### src/rtl/core/b58enc_pkg.sv
// Shared types, constants and the digit-to-character map for the base58 block encoder.
// No dependencies; used by b58enc_ctrl, b58enc_dp and base58_block_encoder.
package b58enc_pkg;

    localparam int          MAX_BYTES_DEF = 32;
    localparam int          CHAR_W        = 7;
    localparam int          CAP_W         = 6;
    localparam logic [6:0]  LIMIT_RESET   = 7'd64;
    localparam logic [6:0]  LIMIT_MIN     = 7'd2;
    localparam logic [6:0]  LIMIT_MAX     = 7'd64;
    localparam logic [6:0]  B58_BASE      = 7'd58;
    localparam logic [6:0]  CHAR_ONE      = 7'd49;    // '1', the zero digit
    localparam logic [6:0]  CHAR_NONE     = 7'd0;

    localparam logic [1:0]  STAT_OK       = 2'd0;
    localparam logic [1:0]  STAT_TRUNC    = 2'd1;
    localparam logic [1:0]  STAT_ZOVF     = 2'd2;

    typedef struct packed {
        logic take;         // input byte transfer
        logic clear;        // block finished, drop counts
        logic conv_init;    // set up the digit conversion
        logic pass_start;   // start one divide-by-58 pass
        logic pass_run;     // pass in progress
        logic pass_end;     // store the remainder as the next digit
        logic emit_init;    // set up the output sequence
        logic emit_load;    // load the next character into the output register
        logic err_load;     // load the leading-zero overflow result
    } t_cmd;

    typedef struct packed {
        logic zero_over;    // leading zeros reach the limit
        logic has_digits;   // number still nonzero
        logic pass_done;
        logic out_free;     // output register can take a result
        logic emit_ready;   // next character available
        logic emit_last;    // next character ends the string
    } t_sts;

    // digit 0..57 to alphabet character
    function automatic logic [6:0] b58_char(input logic [5:0] d);
        logic [6:0] c;
        case (d) inside
            [6'd0:6'd8]:   c = 7'(d) + 7'd49;
            [6'd9:6'd16]:  c = 7'(d) + 7'd56;
            [6'd17:6'd21]: c = 7'(d) + 7'd57;
            [6'd22:6'd32]: c = 7'(d) + 7'd58;
            [6'd33:6'd43]: c = 7'(d) + 7'd64;
            [6'd44:6'd57]: c = 7'(d) + 7'd65;
            default:       c = CHAR_ONE;
        endcase
        return c;
    endfunction

endpackage

### src/rtl/core/base58_block_encoder.sv
// Base58 block encoder: bytes in, most significant first; alphabet characters out.
// Intake takes one byte per cycle. After the last byte each divide-by-58 pass walks
// the stored bytes from the first nonzero one onward, one byte per cycle (up to 44
// passes for 32 bytes); leading '1's leave at one per cycle while the output is ready,
// each digit waits for its registered digit-store read. One block is in work at a time.
// Reset (synchronous, active low) clears all control state and sets the limit to 64.
module base58_block_encoder #(
    parameter int MAX_BYTES = b58enc_pkg::MAX_BYTES_DEF
) (
    input  logic        i_clk,
    input  logic        i_rst_n,
    input  logic        s_axis_tvalid,
    output logic        s_axis_tready,
    input  logic [7:0]  s_axis_tdata,   // [7:0] data_byte
    input  logic        s_axis_tlast,   // is_last
    output logic        m_axis_tvalid,
    input  logic        m_axis_tready,
    output logic [7:0]  m_axis_tdata,   // [6:0] char_code, [7] zero
    output logic        m_axis_tlast,   // final_char
    output logic [1:0]  m_axis_tuser,   // [1:0] status
    input  logic        i_cfg_valid,
    output logic        o_cfg_ready,
    input  logic [6:0]  i_cfg_data      // out_limit
);

    b58enc_pkg::t_cmd cmd;
    b58enc_pkg::t_sts sts;
    logic [6:0]       out_char;

    assign o_cfg_ready  = 1'b1;
    assign m_axis_tdata = {1'b0, out_char};

    b58enc_ctrl u_ctrl (
        .i_clk         (i_clk),
        .i_rst_n       (i_rst_n),
        .s_axis_tvalid (s_axis_tvalid),
        .s_axis_tlast  (s_axis_tlast),
        .o_in_ready    (s_axis_tready),
        .i_sts         (sts),
        .o_cmd         (cmd)
    );

    b58enc_dp #(
        .MAX_BYTES (MAX_BYTES)
    ) u_dp (
        .i_clk        (i_clk),
        .i_rst_n      (i_rst_n),
        .i_cmd        (cmd),
        .o_sts        (sts),
        .i_byte       (s_axis_tdata),
        .i_cfg_valid  (i_cfg_valid),
        .i_cfg_data   (i_cfg_data),
        .o_out_valid  (m_axis_tvalid),
        .i_out_ready  (m_axis_tready),
        .o_out_char   (out_char),
        .o_out_final  (m_axis_tlast),
        .o_out_status (m_axis_tuser)
    );

endmodule

### src/rtl/core/b58enc_ctrl.sv
// Sequencer of the base58 block encoder: byte intake, division passes, output.
// Depends on b58enc_pkg; drives b58enc_dp through t_cmd and reads t_sts.
module b58enc_ctrl (
    input  logic               i_clk,
    input  logic               i_rst_n,
    input  logic               s_axis_tvalid,
    input  logic               s_axis_tlast,
    output logic               o_in_ready,
    input  b58enc_pkg::t_sts   i_sts,
    output b58enc_pkg::t_cmd   o_cmd
);

    localparam logic [2:0] S_IN    = 3'd0;
    localparam logic [2:0] S_CHECK = 3'd1;
    localparam logic [2:0] S_NEXT  = 3'd2;
    localparam logic [2:0] S_PASS  = 3'd3;
    localparam logic [2:0] S_EMIT  = 3'd4;

    logic [2:0] r_state;
    logic [2:0] n_state;

    assign o_in_ready = (r_state == S_IN);

    always_comb begin
        n_state = r_state;
        o_cmd   = '0;
        case (r_state)
            S_IN: begin
                o_cmd.take = s_axis_tvalid;
                if (s_axis_tvalid && s_axis_tlast) begin
                    n_state = S_CHECK;
                end
            end
            S_CHECK: begin
                if (i_sts.zero_over) begin
                    if (i_sts.out_free) begin
                        o_cmd.err_load = 1'b1;
                        o_cmd.clear    = 1'b1;
                        n_state        = S_IN;
                    end
                end else begin
                    o_cmd.conv_init = 1'b1;
                    n_state         = S_NEXT;
                end
            end
            S_NEXT: begin
                if (i_sts.has_digits) begin
                    o_cmd.pass_start = 1'b1;
                    n_state          = S_PASS;
                end else begin
                    o_cmd.emit_init = 1'b1;
                    n_state         = S_EMIT;
                end
            end
            S_PASS: begin
                o_cmd.pass_run = 1'b1;
                if (i_sts.pass_done) begin
                    o_cmd.pass_end = 1'b1;
                    n_state        = S_NEXT;
                end
            end
            S_EMIT: begin
                if (i_sts.out_free && i_sts.emit_ready) begin
                    o_cmd.emit_load = 1'b1;
                    if (i_sts.emit_last) begin
                        o_cmd.clear = 1'b1;
                        n_state     = S_IN;
                    end
                end
            end
            default: begin
                n_state = S_IN;
            end
        endcase
    end

    always_ff @(posedge i_clk) begin
        if (!i_rst_n) begin
            r_state <= S_IN;
        end else begin
            r_state <= n_state;
        end
    end

endmodule

### src/rtl/core/b58enc_dp.sv
// Datapath of the base58 block encoder: byte store, byte-serial divide by 58,
// digit store, limit register and output register. Depends on b58enc_pkg.
module b58enc_dp #(
    parameter int MAX_BYTES = b58enc_pkg::MAX_BYTES_DEF
) (
    input  logic               i_clk,
    input  logic               i_rst_n,
    input  b58enc_pkg::t_cmd   i_cmd,
    output b58enc_pkg::t_sts   o_sts,
    input  logic [7:0]         i_byte,
    input  logic               i_cfg_valid,
    input  logic [6:0]         i_cfg_data,
    output logic               o_out_valid,
    input  logic               i_out_ready,
    output logic [6:0]         o_out_char,
    output logic               o_out_final,
    output logic [1:0]         o_out_status
);

    // base-58 digits of a MAX_BYTES number: ceil(8 * MAX_BYTES * log58(2))
    localparam int DIGIT_DEPTH = (MAX_BYTES * 1366) / 1000 + 1;
    localparam int CW   = $clog2(MAX_BYTES + 1);
    localparam int AW   = (MAX_BYTES > 1) ? $clog2(MAX_BYTES) : 1;
    localparam int DW   = $clog2(DIGIT_DEPTH + 1);
    localparam int DAW  = (DIGIT_DEPTH > 1) ? $clog2(DIGIT_DEPTH) : 1;
    localparam int TW   = ((CW > DW) ? CW : DW) + 1;
    localparam int CMPW = (TW > b58enc_pkg::CAP_W) ? TW : b58enc_pkg::CAP_W;

    // one long-division step: {rem, byte} / 58, one quotient bit per stage
    function automatic logic [13:0] div58_step(input logic [5:0] rem, input logic [7:0] din);
        logic [6:0] r;
        logic [7:0] q;
        r = {1'b0, rem};
        q = '0;
        for (int i = 7; i >= 0; i--) begin
            r = {r[5:0], din[i]};
            if (r >= b58enc_pkg::B58_BASE) begin
                r    = r - b58enc_pkg::B58_BASE;
                q[i] = 1'b1;
            end
        end
        return {q, r[5:0]};
    endfunction

    logic [6:0]    r_limit;
    logic [CW-1:0] r_count;
    logic [CW-1:0] r_zero;
    logic          r_seen;

    logic [7:0]    r_num [MAX_BYTES];
    logic [7:0]    r_nq;
    logic [5:0]    r_dig [DIGIT_DEPTH];
    logic [5:0]    r_dq;

    logic [CW-1:0] r_start;
    logic [CW-1:0] r_idx;
    logic [CW-1:0] r_paddr;
    logic          r_pv;
    logic [5:0]    r_rem;
    logic          r_found;
    logic [CW-1:0] r_nstart;
    logic [DW-1:0] r_nd;

    logic [CMPW-1:0]                r_total;
    logic [b58enc_pkg::CAP_W-1:0]   r_emit;
    logic                           r_trunc;
    logic                           r_empty;
    logic [b58enc_pkg::CAP_W-1:0]   r_k;
    logic                           r_rd_ok;

    logic          r_ovalid;
    logic [6:0]    r_char;
    logic          r_final;
    logic [1:0]    r_stat;

    logic [6:0]                     lim;
    logic [b58enc_pkg::CAP_W-1:0]   cap;
    logic                           store_en;
    logic                           rd_en;
    logic [13:0]                    step;
    logic [CMPW-1:0]                total_now;
    logic [CMPW-1:0]                daddr_full;
    logic                           k_in_zeros;
    logic                           out_free;

    always_comb begin
        if (r_limit < b58enc_pkg::LIMIT_MIN) begin
            lim = b58enc_pkg::LIMIT_MIN;
        end else if (r_limit > b58enc_pkg::LIMIT_MAX) begin
            lim = b58enc_pkg::LIMIT_MAX;
        end else begin
            lim = r_limit;
        end
    end
    assign cap = b58enc_pkg::CAP_W'(lim - 7'd1);

    assign store_en   = i_cmd.take && (r_count < CW'(MAX_BYTES));
    assign rd_en      = i_cmd.pass_run && (r_idx < r_count);
    assign step       = div58_step(r_rem, r_nq);
    assign total_now  = CMPW'(r_zero) + CMPW'(r_nd);
    assign daddr_full = r_total - CMPW'(1) - CMPW'(r_k);
    assign k_in_zeros = CMPW'(r_k) < CMPW'(r_zero);
    assign out_free   = !r_ovalid || i_out_ready;

    always_comb begin
        o_sts.zero_over  = CMPW'(r_zero) > CMPW'(cap);
        o_sts.has_digits = r_start < r_count;
        o_sts.pass_done  = (r_idx >= r_count) && !r_pv;
        o_sts.out_free   = out_free;
        o_sts.emit_ready = r_empty || k_in_zeros || r_rd_ok;
        o_sts.emit_last  = r_empty || ((r_k + 1'b1) == r_emit);
    end

    // byte store: intake writes, division passes overwrite with quotients
    always_ff @(posedge i_clk) begin
        if (store_en) begin
            r_num[r_count[AW-1:0]] <= i_byte;
        end else if (r_pv) begin
            r_num[r_paddr[AW-1:0]] <= step[13:6];
        end
        if (rd_en) begin
            r_nq <= r_num[r_idx[AW-1:0]];
        end
    end

    // digit store, least significant digit at address 0
    always_ff @(posedge i_clk) begin
        if (i_cmd.pass_end && (r_nd < DW'(DIGIT_DEPTH))) begin
            r_dig[r_nd[DAW-1:0]] <= r_rem;
        end
        r_dq <= r_dig[daddr_full[DAW-1:0]];
    end

    always_ff @(posedge i_clk) begin
        if (!i_rst_n) begin
            r_limit <= b58enc_pkg::LIMIT_RESET;
            r_count <= '0;
            r_zero  <= '0;
            r_seen  <= 1'b0;
        end else begin
            if (i_cfg_valid) begin
                r_limit <= i_cfg_data;
            end
            if (i_cmd.clear) begin
                r_count <= '0;
                r_zero  <= '0;
                r_seen  <= 1'b0;
            end else if (store_en) begin
                r_count <= r_count + 1'b1;
                if (!r_seen) begin
                    if (i_byte == 8'd0) begin
                        r_zero <= r_zero + 1'b1;
                    end else begin
                        r_seen <= 1'b1;
                    end
                end
            end
        end
    end

    // division passes
    always_ff @(posedge i_clk) begin
        if (!i_rst_n) begin
            r_pv    <= 1'b0;
            r_found <= 1'b0;
            r_idx   <= '0;
            r_start <= '0;
            r_nd    <= '0;
        end else begin
            if (i_cmd.conv_init) begin
                r_start <= r_zero;
                r_nd    <= '0;
            end
            if (i_cmd.pass_start) begin
                r_idx   <= r_start;
                r_rem   <= '0;
                r_pv    <= 1'b0;
                r_found <= 1'b0;
            end else if (i_cmd.pass_run) begin
                r_pv    <= rd_en;
                r_paddr <= r_idx;
                if (rd_en) begin
                    r_idx <= r_idx + 1'b1;
                end
                if (r_pv) begin
                    r_rem <= step[5:0];
                    // first nonzero quotient byte is where the next pass starts
                    if ((step[13:6] != 8'd0) && !r_found) begin
                        r_found  <= 1'b1;
                        r_nstart <= r_paddr;
                    end
                end
            end
            if (i_cmd.pass_end) begin
                r_start <= r_found ? r_nstart : r_count;
                r_nd    <= r_nd + 1'b1;
            end
        end
    end

    // output sequencing and output register
    always_ff @(posedge i_clk) begin
        if (!i_rst_n) begin
            r_k      <= '0;
            r_rd_ok  <= 1'b0;
            r_ovalid <= 1'b0;
            r_emit   <= '0;
            r_empty  <= 1'b0;
            r_trunc  <= 1'b0;
            r_total  <= '0;
        end else begin
            if (i_cmd.emit_init) begin
                r_total <= total_now;
                r_trunc <= total_now > CMPW'(cap);
                r_emit  <= (total_now > CMPW'(cap)) ? cap : b58enc_pkg::CAP_W'(total_now);
                r_empty <= total_now == '0;
                r_k     <= '0;
                r_rd_ok <= 1'b0;
            end else if (i_cmd.emit_load) begin
                r_k     <= r_k + 1'b1;
                r_rd_ok <= 1'b0;
            end else begin
                r_rd_ok <= 1'b1;
            end

            if (i_cmd.err_load) begin
                r_ovalid <= 1'b1;
                r_char   <= b58enc_pkg::CHAR_NONE;
                r_final  <= 1'b1;
                r_stat   <= b58enc_pkg::STAT_ZOVF;
            end else if (i_cmd.emit_load) begin
                r_ovalid <= 1'b1;
                r_final  <= o_sts.emit_last;
                if (r_empty) begin
                    r_char <= b58enc_pkg::CHAR_NONE;
                    r_stat <= b58enc_pkg::STAT_OK;
                end else begin
                    r_char <= k_in_zeros ? b58enc_pkg::CHAR_ONE : b58enc_pkg::b58_char(r_dq);
                    r_stat <= r_trunc ? b58enc_pkg::STAT_TRUNC : b58enc_pkg::STAT_OK;
                end
            end else if (i_out_ready) begin
                r_ovalid <= 1'b0;
            end
        end
    end

    assign o_out_valid  = r_ovalid;
    assign o_out_char   = r_char;
    assign o_out_final  = r_final;
    assign o_out_status = r_stat;

    a_load_free: assert property (@(posedge i_clk) disable iff (!i_rst_n)
        (i_cmd.emit_load || i_cmd.err_load) |-> out_free)
        else $error("result loaded while output register busy");

    a_pass_addr: assert property (@(posedge i_clk) disable iff (!i_rst_n)
        r_pv |-> (r_paddr < r_count))
        else $error("division pass beyond stored bytes");

    a_digit_room: assert property (@(posedge i_clk) disable iff (!i_rst_n)
        i_cmd.pass_end |-> (r_nd < DW'(DIGIT_DEPTH)))
        else $error("digit store overflow");

    a_digit_read: assert property (@(posedge i_clk) disable iff (!i_rst_n)
        (i_cmd.emit_load && !r_empty && !k_in_zeros) |-> $past(daddr_full) == daddr_full)
        else $error("digit emitted before its read settled");

endmodule
### config.mk
export PLATFORM = sky130hd
export DESIGN_NAME = base58_block_encoder
export DESIGN_NICKNAME = d
export VERILOG_FILES = /design/src/rtl/core/b58enc_pkg.sv /design/src/rtl/core/base58_block_encoder.sv /design/src/rtl/core/b58enc_ctrl.sv /design/src/rtl/core/b58enc_dp.sv
export SDC_FILE = /design/constraint.sdc
export NUM_CORES = 1
export LEC_CHECK = 0
export BUFFER_PORTS_ARGS = -buffer_cell sky130_fd_sc_hd__buf_4
export CORE_MARGIN = 2
export CORE_UTILIZATION = 30
export DETAILED_ROUTE_END_ITERATION = 6
export HOLD_SLACK_MARGIN = 0.05
export SLEW_MARGIN = 10
export SYNTH_ARGS = -nofsm -noshare
export SYNTH_HDL_FRONTEND = slang
export SYNTH_SLANG_ARGS = --single-unit
### constraint.sdc
create_clock -name i_clk -period 28.3 [get_ports i_clk]
set_input_delay 2.83 -clock i_clk [delete_from_list [all_inputs] [get_ports i_clk]]
set_output_delay 2.83 -clock i_clk [all_outputs]
set_load 0.01 [all_outputs]
# Yosys cells after proc, flatten, opt, wreduce, memory -nomap -nowiden
# Memory sizes are Yosys's and may differ from the RTL's. A register that Yosys moved wholly into a read port is not among the register bits.
# Cells that the tools add are included.
[totals] ff_bits=93 ram_bits=520 in_bits=21 n_memories=2
[op_classes] addsub=23 n_lt_le_gt_ge=30 eq_ne=10 muxes=83 n_bitwise=3 n_reduce_logical=42
[mem_list] name="u_dp.r_dig" words=44 width=6 rd=1 rd_clocked_by_memory_dff=1 write_ports=1 line_no="b58enc_dp.sv:52" source="logic [5:0] r_dig [DIGIT_DEPTH];"
[mem_list] name="u_dp.r_num" words=32 width=8 rd=1 rd_clocked_by_memory_dff=1 write_ports=1 line_no="b58enc_dp.sv:50" source="logic [7:0] r_num [MAX_BYTES];"
[ops] cell="$mux W6" count=21
[ops] cell="$mux W7" count=9
[ops] cell="$ge A7 B6 Y1 const B" count=8
[ops] cell="$sub A6 B6 Y6 const B" count=8
[ops] cell="$mux W1" count=39
[ops] cell="$add A6 B1 Y6 const B" count=5
[ops] cell="$add A6 B6 Y7 const B" count=4
[ops] cell="$mux W3" count=7
[ops] cell="$le A6 B6 Y1 const B" count=3
[ops] cell="$lt A6 B6 Y1" count=3
[ops] cell="$pmux W3 S5" count=1
[ops] cell="$add A6 B7 Y7 const B" count=2
[ops] cell="$logic_and A1 B1 Y1" count=13
[ops] cell="$ge A6 B5 Y1 const B" count=2
[ops] cell="$ge A6 B6 Y1 const B" count=2
[ops] cell="$le A6 B5 Y1 const B" count=2
[ops] cell="$lt A6 B6 Y1 const B" count=2
[ops] cell="$reduce_and A3 Y1" count=4
[ops] cell="$sub A6 B1 Y6 const B" count=2
[ops] cell="$reduce_and A5 Y1" count=2
[ops] cell="$reduce_bool A2 Y1" count=5
[ops] cell="$logic_not A8 Y1" count=1
[ops] cell="$mux W8" count=1
[ops] cell="$reduce_bool A8 Y1" count=1
[ops] cell="29 further kinds" count=44

# Depth between registers and ports, before layout
# Gate-level depths: netlist (run 1).
[depth] depth_word=19 depth_mapped=54 mapped_depth_nobuf=49

# Hierarchy
# A second synthesis (run 1) with hierarchy kept.
[unflattened] cells_unflattened=1890 area_unflattened_um2=28798.9
[by_module_without_submodules] mod="b58enc_dp" instances=1 cells_per_inst=1849 area_each_um2=28476.1 seq_area_each_um2=18057.3
[by_module_without_submodules] mod="b58enc_ctrl" instances=1 cells_per_inst=37 area_each_um2=300.3 seq_area_each_um2=60.1
[by_module_without_submodules] mod="base58_block_encoder" instances=1 cells_per_inst=4 area_each_um2=22.5 seq_area_each_um2=0.0

# Least setup slack after synthesis (run 1)
# Ideal clock, no wire load.
[synth_path] path_type="reg2reg" startpoint="register u_dp.r_rem[0]" endpoint="memory u_dp.r_num[0][0] (data pin)" setup_ps=454 arrival_ps=11151 required_ps=27846 setup_slack_ps=16695 path_stages_with_launch=53 path_buffers=5 synth_period_minus_slack_ps=11605 path_cell_list="edfxtp_1 -> inv_1 -> ha_1 -> and4b_1 -> buf_6 -> a311oi_2 -> a21oi_1 -> ha_1 -> inv_1 -> a21oi_1 -> o31a_1 -> buf_6 -> xnor2_1 -> ha_1 -> buf_1 -> nand3b_1 -> o221ai_1 -> a31o_2 -> [17 not listed] -> inv_1 -> ha_1 -> a2111o_1 -> o32ai_2 -> a221oi_4 -> xnor2_1 -> inv_1 -> ha_1 -> buf_1 -> inv_1 -> o221a_2 -> nor2_1 -> xnor2_1 -> ha_1 -> inv_1 -> a2111o_1 -> a41oi_2 -> o21ai_0"
[synth_via] elab_chain_len=17
[synth_lines] item="start: declaration" line_no="b58enc_dp.sv:59" source="logic [5:0] r_rem;"
[synth_lines] item="start signal: assignment" line_no="b58enc_dp.sv:186" source="r_rem <= step[5:0];"
[synth_lines] item="$sub A6 B6 Y6 or $ge A7 B6 Y1 (tied branches)" line_no="b58enc_dp.sv:38, b58enc_dp.sv:37"
[synth_lines] item="$mux W6 *" line_no="b58enc_dp.sv:37" source="if (r >= b58enc_pkg::B58_BASE) begin"
[synth_lines] item="$sub A6 B6 Y6 or $ge A7 B6 Y1 (tied branches)" line_no="b58enc_dp.sv:38, b58enc_dp.sv:37"
[synth_lines] item="$mux W6 *" line_no="b58enc_dp.sv:37"
[synth_lines] item="$sub A6 B6 Y6 or $ge A7 B6 Y1 (tied branches)" line_no="b58enc_dp.sv:38, b58enc_dp.sv:37"
[synth_lines] item="$mux W6 *" line_no="b58enc_dp.sv:37"
[synth_lines] item="$sub A6 B6 Y6 or $ge A7 B6 Y1 (tied branches)" line_no="b58enc_dp.sv:38, b58enc_dp.sv:37"
[synth_lines] item="$mux W6 *" line_no="b58enc_dp.sv:37"
[synth_lines] item="$sub A6 B6 Y6 or $ge A7 B6 Y1 (tied branches)" line_no="b58enc_dp.sv:38, b58enc_dp.sv:37"
[synth_lines] item="$mux W6 *" line_no="b58enc_dp.sv:37"
[synth_lines] item="$ge A7 B6 Y1 or $sub A6 B6 Y6 (tied branches)" line_no="b58enc_dp.sv:37, b58enc_dp.sv:38"
[synth_lines] item="$mux W6 *" line_no="b58enc_dp.sv:37"
[synth_lines] item="$sub A6 B6 Y6 or $ge A7 B6 Y1 (tied branches)" line_no="b58enc_dp.sv:38, b58enc_dp.sv:37"
[synth_lines] item="$mux W6 *" line_no="b58enc_dp.sv:37"
[synth_lines] item="$ge A7 B6 Y1 *" line_no="b58enc_dp.sv:37"
[synth_lines] item="$mux W1 *" line_no="b58enc_dp.sv:37"
[synth_lines] item="$mux W8 (no line) *"
[synth_lines] item="end: declaration" line_no="b58enc_dp.sv:50"
# Mark *: on every way between the ends. The rest lies on a longest branch, timed or not.

# Final worst setup path (run 1)
[layout_path] startpoint="register u_dp.r_rem[0]" endpoint="memory u_dp.r_num[31][0] (data pin)"
# Same word-level chain as after synthesis.

==> results_dict.tcl, run 1 <==
set metrics [dict create \
    timing.critical_path.slowest_stage_cell "o21ai_2" \
    routabilityCongestion 0.875 \
    layout-area-overhead-vs-synth_pct 13.1 \
    coreArea_sq_um 94600 \
    slew_headroom_pct 9.00 \
    grt_start_max_net_pins 70 \
    leakage_power_of_the_design_nw 10.5 \
    r2r_cells 48 \
    post-layout-total-power_w 0.00250 \
    timing.rr.end "u_dp.r_num[31][0]" \
    max_cap_viol_count 0 \
    detail_route.vias_per_cell 5.06 \
    fin_cells 3213 \
    cts_inserted_buffers 60 \
    die_height_um 312 \
    setup_tns_ps 0 \
    rsz_0062_raised_after_global_routing "no" \
    wire_length_of_the_first_global_routing_pass_mm 99.9 \
    slew_violations 0 \
    element_type_at_the_critical_path_start "flip-flop" \
    ff_latch_area_sq_um 18100 \
    crit_path_frequent_cell "inv_1" \
    timing.critical_path.required_ps 28560 \
    drt.antenna.violating_nets 0 \
    worst_setup_path_endpoint "u_dp.r_num[31][0]" \
    place.port_buffers 32 \
    worst_hold_slack_ps 468 \
    share_of_layout_cells_above_drive_strength_1_pct 19.6 \
    setup_viol 0 \
    synth.avg_cell_area_sq_um 15.2 \
    n_antenna_cell 0 \
    worst_slew_pin_slew_ps 1360 \
    outcome "finished clean" \
    dr_total_vias 16300 \
    skew_ps 39.7 \
    first_global_vias 16800 \
    ys_async_sr_fraction_pct 0 \
    drc_violations 0 \
    vdd_ir_drop_max_v 0.0000512 \
    grt.total_usage_pct 13.0 \
    synth_enable_flop_cells 556 \
    placed_insts 3102 \
    top_level_ports 35 \
    arrival_ps 12840 \
    max-clock-path-buffers 3 \
    htree_levels 2 \
    final_period_minus_worst_setup_slack_ps 12570 \
    length_of_the_first_detailed_routing_pass_in_iterations 5 \
    r2r_slack_ps 15730 \
    cts_tree "built" \
    power-per-cell-area_nw_per_um2 77.5 \
    min_delay_path_depth 2 \
    share_of_the_clock_period_used_by_the_worst_path_pct 44.4 \
    ctsResizeCount 0 \
    ys_seq_elements 627 \
    worstSetupPathType "flip-flop to flip-flop" \
    design.die.area_sq_um 97600 \
    route.detailed.wl_per_inst_um 19.8 \
    globalRouteOverflowTotal 0 \
    multi_input_area_sq_um 9890 \
    clkSlewWorstSetupHoldPaths_ps 60 \
    die_width_um 312 \
    max_freq_mhz 79.5 \
    postSynth.topFlopCell "edfxtp_1" \
    final_cell_mix "edfxtp_1, nor2_1, mux4_2" \
    antenna_found_initial 0 \
    library_cell_used_as_clock_root_buffer "clkbuf_16" \
    clock_latency_ps 650 \
    floorplan.rows 113 \
    worstSetupStartpoint "u_dp.r_rem[0]" \
    final_hold_viol_count 0 \
    synth_fp_nets 1959 \
    reg2reg_from "u_dp.r_rem[0]" \
    critical_path.endpoint_type "flip-flop" \
    numClockSinks 627 \
    delay_of_the_slowest_cell_on_the_worst_path_ps 900 \
    wirelength_mm 63.5 \
    postSynthCellCount 1874 \
    nNetsFinal 1984 \
    start_util_pct 30.2 \
    most_common_cell_after_layout_fill_and_taps_aside "edfxtp_1" \
    place.detailed.hpwl_mm 42.5 \
    num-fill-cells 8982 \
    synth_cell_type_count 93 \
    synth.cell_area_sq_um 28500 \
    hold_class "flip-flop to flip-flop" \
    synth_warnings 0 \
    timing.critical_path.fanout_max 51 \
    cts-hold-fix-buffers 0 \
    post-cts-setup-buffer-count 0 \
    seq_area_frac_synth_pct 63.5 \
    drt_iter0_drc 1297 \
]
worst min path at each step:
| stage | startpoint | endpoint | slack (ps) |
|---|---|---|---|
| finish | u_dp.r_seen | u_dp.r_seen | 470 |
| global route | u_dp.r_paddr[5] | u_dp.r_nstart[5] | 500 |
| CTS | u_dp.r_seen | u_dp.r_seen | 470 |
| detailed placement | u_dp.r_paddr[5] | u_dp.r_nstart[5] | 440 |
| global placement | u_dp.r_paddr[5] | u_dp.r_nstart[5] | 420 |
| floorplan | u_dp.r_paddr[5] | u_dp.r_nstart[5] | 400 |
layer usage:
metal  GRT usage, %  wire [um]  up-vias
li1               -          -     7414
met1           17.8      28400     8363
met2           21.9      31300      394
met3           1.88       2780       80
met4           2.76       1080        0
met5              0          0        -
cell usage after synthesis, types with 9 or more instances:
cell / n / area (sq um)
a211oi_1: 21 / 158
or2_2: 9 / 56.3
inv_1: 59 / 221
o21a_1: 17 / 128
a21oi_1: 68 / 340
ha_1: 62 / 776
nor3_1: 20 / 100
o211ai_1: 9 / 67.6
and2_1: 11 / 68.8
nand2_1: 85 / 319
nand3_1: 31 / 155
mux2i_1: 44 / 440
nand2b_1: 14 / 87.6
clkbuf_1: 70 / 263
mux2_2: 14 / 158
nor2b_1: 20 / 125
a21o_1: 18 / 135
edfxtp_1: 556 / 16700
xnor2_1: 43 / 377
xor2_1: 11 / 96.3
o21ai_0: 51 / 255
mux4_2: 158 / 3560
a31oi_1: 10 / 62.6
buf_1: 16 / 60.1
or3_1: 12 / 75.1
nor2_1: 193 / 724
dfxtp_1: 71 / 1420
nand4_1: 18 / 113
sequential cells by signal, summed over array words and instances (netlist names), 7 cells and up:
| signal | count |
|---|---|
| u_dp.r_limit | 7 |
| u_dp.o_out_char | 7 |
| u_dp.r_num | 256 |
| u_dp.r_dig | 264 |
| u_dp.r_nq | 8 |
critical path: cells and delay by family (launching register included):
kind / cells / cell delay [ps]
and+or+nand+nor: 5 / 1330
AOI/OAI and AO/OA: 22 / 6090
xor gates and xnor gates: 3 / 640
adders and majority gates: 8 / 2340
DFF: 1 / 320
buffers and inverters: 10 / 1410
area by class of cell:
type | count | area share (%)
clock buffers | 68 | 4.80
clock inverters | 43 | 1.51
inverters | 60 | 0.697
multi-input cells | 1093 | 30.6
flip-flops and latches | 627 | 56.1
well taps | 1265 | 4.90
repair buffers | 57 | 1.33
cell families (layout without fill, tap and decap cells):
logic type | after synthesis | in the layout | synth area share, %
flip-flops | 627 | 627 | 63.5
AND/OR/NAND/NOR | 464 | 464 | 7.82
AO/OA/AOI/OAI | 288 | 288 | 7.15
multiplexers | 221 | 221 | 14.9
buffers and inverters | 154 | 228 | 2.14
adder cells (fa/ha/maj) | 64 | 64 | 2.86
XOR/XNOR | 54 | 54 | 1.66
other | 2 | 2 | 0.0263
where the power goes:
part	internal, W	switching (W)	total (W)
clock	0.000470	0.000354	0.000824
sequential	0.00105	0.0000338	0.00108
combinational	0.000245	0.000353	0.000598
total	0.00176	0.000741	0.00250
through the flow:
stage / util, % / setup slack, ps / instance area, sq um
after floorplan: - / 16690 / 28500
after global placement: 32.0 / 16650 / 30200
after detailed placement: 32.0 / 15900 / 30200
after CTS: 34.1 / 15830 / 32300
after global routing: 34.1 / 14660 / 32300
final: 34.1 / 15730 / 32300
Power figures use the tool's default switching activity.
==> inputs of run 2 (changes only) <==
- clock period: 28.3 -> 10.1 ns (I/O delays scaled with it)
==> results_dict.tcl, run 2 (synthesis results as in run 1) <==
set metrics [dict create \
    outcome "finished clean" \
    place.port_buffers 32 \
    pwr-share-seq_pct 43.0 \
    design.die.area_sq_um 97600 \
    skew_ps 19.6 \
    globalRouteOverflowTotal 0 \
    wire_length_of_the_first_global_routing_pass_mm 98.8 \
    worst_hold_slack_ps 434 \
    clkSlewWorstSetupHoldPaths_ps 60 \
    hold_class "flip-flop to flip-flop" \
    numClockSinks 627 \
    library_cell_used_as_clock_root_buffer "clkbuf_16" \
    worst-path-buf-inv 11 \
    setup_viol 0 \
    antenna_found_initial 0 \
    timing.critical_path.slowest_stage_cell "edfxtp_1" \
    startpoint_of_the_lowest_slack_hold_path "u_dp.r_paddr[5]" \
    start_util_pct 30.2 \
    element_type_at_the_critical_path_start "flip-flop" \
    final_period_minus_worst_setup_slack_ps 9560 \
    grt_start_max_net_pins 70 \
    detail_route.vias_per_cell 5.03 \
    p_int_w 0.00496 \
    route.detailed.wl_per_inst_um 19.6 \
    power_frac_clock_pct 31.8 \
    fin_util_pct 34.3 \
    top_level_ports 35 \
    drt.antenna.violating_nets 0 \
    die_width_um 312 \
    worstSetupStartpoint "u_dp.r_rem[0]" \
    final_hold_viol_count 0 \
    final_cell_mix "edfxtp_1, nor2_1, mux4_2" \
    floorplan.rows 113 \
    most_common_cell_after_layout_fill_and_taps_aside "edfxtp_1" \
    cts_tree "built" \
    switching_share_pct 29.6 \
    max-clock-path-buffers 3 \
    max_freq_mhz 105 \
    critical_path.endpoint_type "flip-flop" \
    cts_inserted_buffers 59 \
    die_height_um 312 \
    drc_violations 0 \
    vdd_ir_drop_max_v 0.000142 \
    comb_power_share_pct 25.2 \
    delay_of_the_slowest_cell_on_the_worst_path_ps 430 \
    wirelength_mm 63.4 \
    share_of_the_clock_period_used_by_the_worst_path_pct 94.6 \
    clock_latency_ps 630 \
    p_switching_w 0.00208 \
    worstSetupPathType "flip-flop to flip-flop" \
    arrival_ps 9940 \
    n_antenna_cell 0 \
    num-fill-cells 8938 \
    share_of_layout_cells_above_drive_strength_1_pct 21.0 \
    layout-area-overhead-vs-synth_pct 13.7 \
    routabilityCongestion 0.861 \
    worst_slew_pin_slew_ps 1160 \
    coreArea_sq_um 94600 \
    power-per-cell-area_nw_per_um2 217 \
    leakage_power_of_the_design_nw 10.5 \
    critical_path.top_delay_family "compound AO/OA/AOI/OAI gates" \
    first_global_vias 16700 \
    nNetsFinal 2000 \
    place.detailed.hpwl_mm 42.3 \
    post-layout-total-power_w 0.00704 \
    reg2reg_from "u_dp.r_rem[0]" \
    slew_headroom_pct 22.7 \
    timing.critical_path.fanout_max 8 \
    grt.total_usage_pct 12.8 \
    slew_violations 0 \
    dr_total_vias 16200 \
    number_of_flip_flops_in_the_largest_register 264 \
    crit_path_frequent_cell "inv_1" \
    htree_levels 2 \
    length_of_the_first_detailed_routing_pass_in_iterations 5 \
    max_cap_viol_count 0 \
    timing.critical_path.required_ps 10490 \
    drt_iter0_drc 1414 \
]
[run 2: changes by cell type in the layout (fill, tap and decap cells not counted), sizes merged, moves of 2 or more]
cell	before	now
clkbuf	68	79
inv	61	64
buf	57	73
bufinv	8	6
clkinvlp	2	5
clkinv	32	17
[run 2: repair_timing]
action                                  CTS  global route
gates resized for setup                   4            13
gates cloned                              1             0
endpoints found under the setup margin   43            44
pin swaps                                 3             4
hold buffers                              0             0
buffers inserted                          5             2
endpoints found under the hold margin     0             0
[run 2: metal layers]
metal | wire [um] | share of wire, % | global-route usage (%)
met1 | 27800 | 44 | 17.5
met2 | 31500 | 50 | 21.8
met3 | 3140 | 5.0 | 2.02
met4 | 911 | 1.4 | 2.39
met5 | 0 | 0 | 0
[run 2: through the flow]
step | instance area (sq um) | worst slack (ps) | cells | setup TNS, ps
floorplan | 28600 | 12.3 | 1874 | 0
global placement | 30400 | 89.8 | 3111 | 0
detailed placement | 30400 | -378 | 3111 | -14550
CTS | 32400 | 41.8 | 3228 | 0
global route | 32500 | -44.7 | 3230 | -408
finish | 32500 | 544 | 3230 | 0
[run 2: worst paths after layout]
path | endpoint | cells after the start | slack (ps)
max | u_dp.r_rem[1] | 50 | 540
min | u_dp.r_nstart[5] | 0 | 430
max reg2reg | u_dp.r_rem[1] | 50 | 540
min reg2reg | u_dp.r_nstart[5] | 0 | 430
[run 2: cell type report]
| class | count | area, sq um | area share (%) |
|---|---|---|---|
| clock buffers | 79 | 1590 | 4.90 |
| multi-input cells | 1094 | 10000 | 30.9 |
| repair buffers | 73 | 561 | 1.73 |
| flip-flops and latches | 627 | 18100 | 55.8 |
| clock inverters | 32 | 357 | 1.10 |
| inverters | 60 | 225 | 0.694 |
| well taps | 1265 | 1580 | 4.88 |
[run 2: power groups by stage]
| stage | Sequential [W] | Clock, W | Combinational, W |
|---|---|---|---|
| 2_1_floorplan | 0.00303 | 0 | 0.00129 |
| 3_3_place_gp | 0.00308 | 0 | 0.00167 |
| 3_5_place_dp | 0.00308 | 0 | 0.00168 |
| 4_1_cts | 0.00303 | 0.00229 | 0.00175 |
| 5_1_grt | 0.00304 | 0.00239 | 0.00194 |
| 6_report | 0.00303 | 0.00224 | 0.00177 |
[run 2: worst reg2reg max path: cells and delay by family, from the launching register on]
family	cells	cell delay [ps]
AOI/OAI and AO/OA	21	4390
adders and majority gates	8	1750
and+or+nand+nor	6	1110
buffers and inverters	11	1100
xor gates and xnor gates	4	550
DFF	1	430
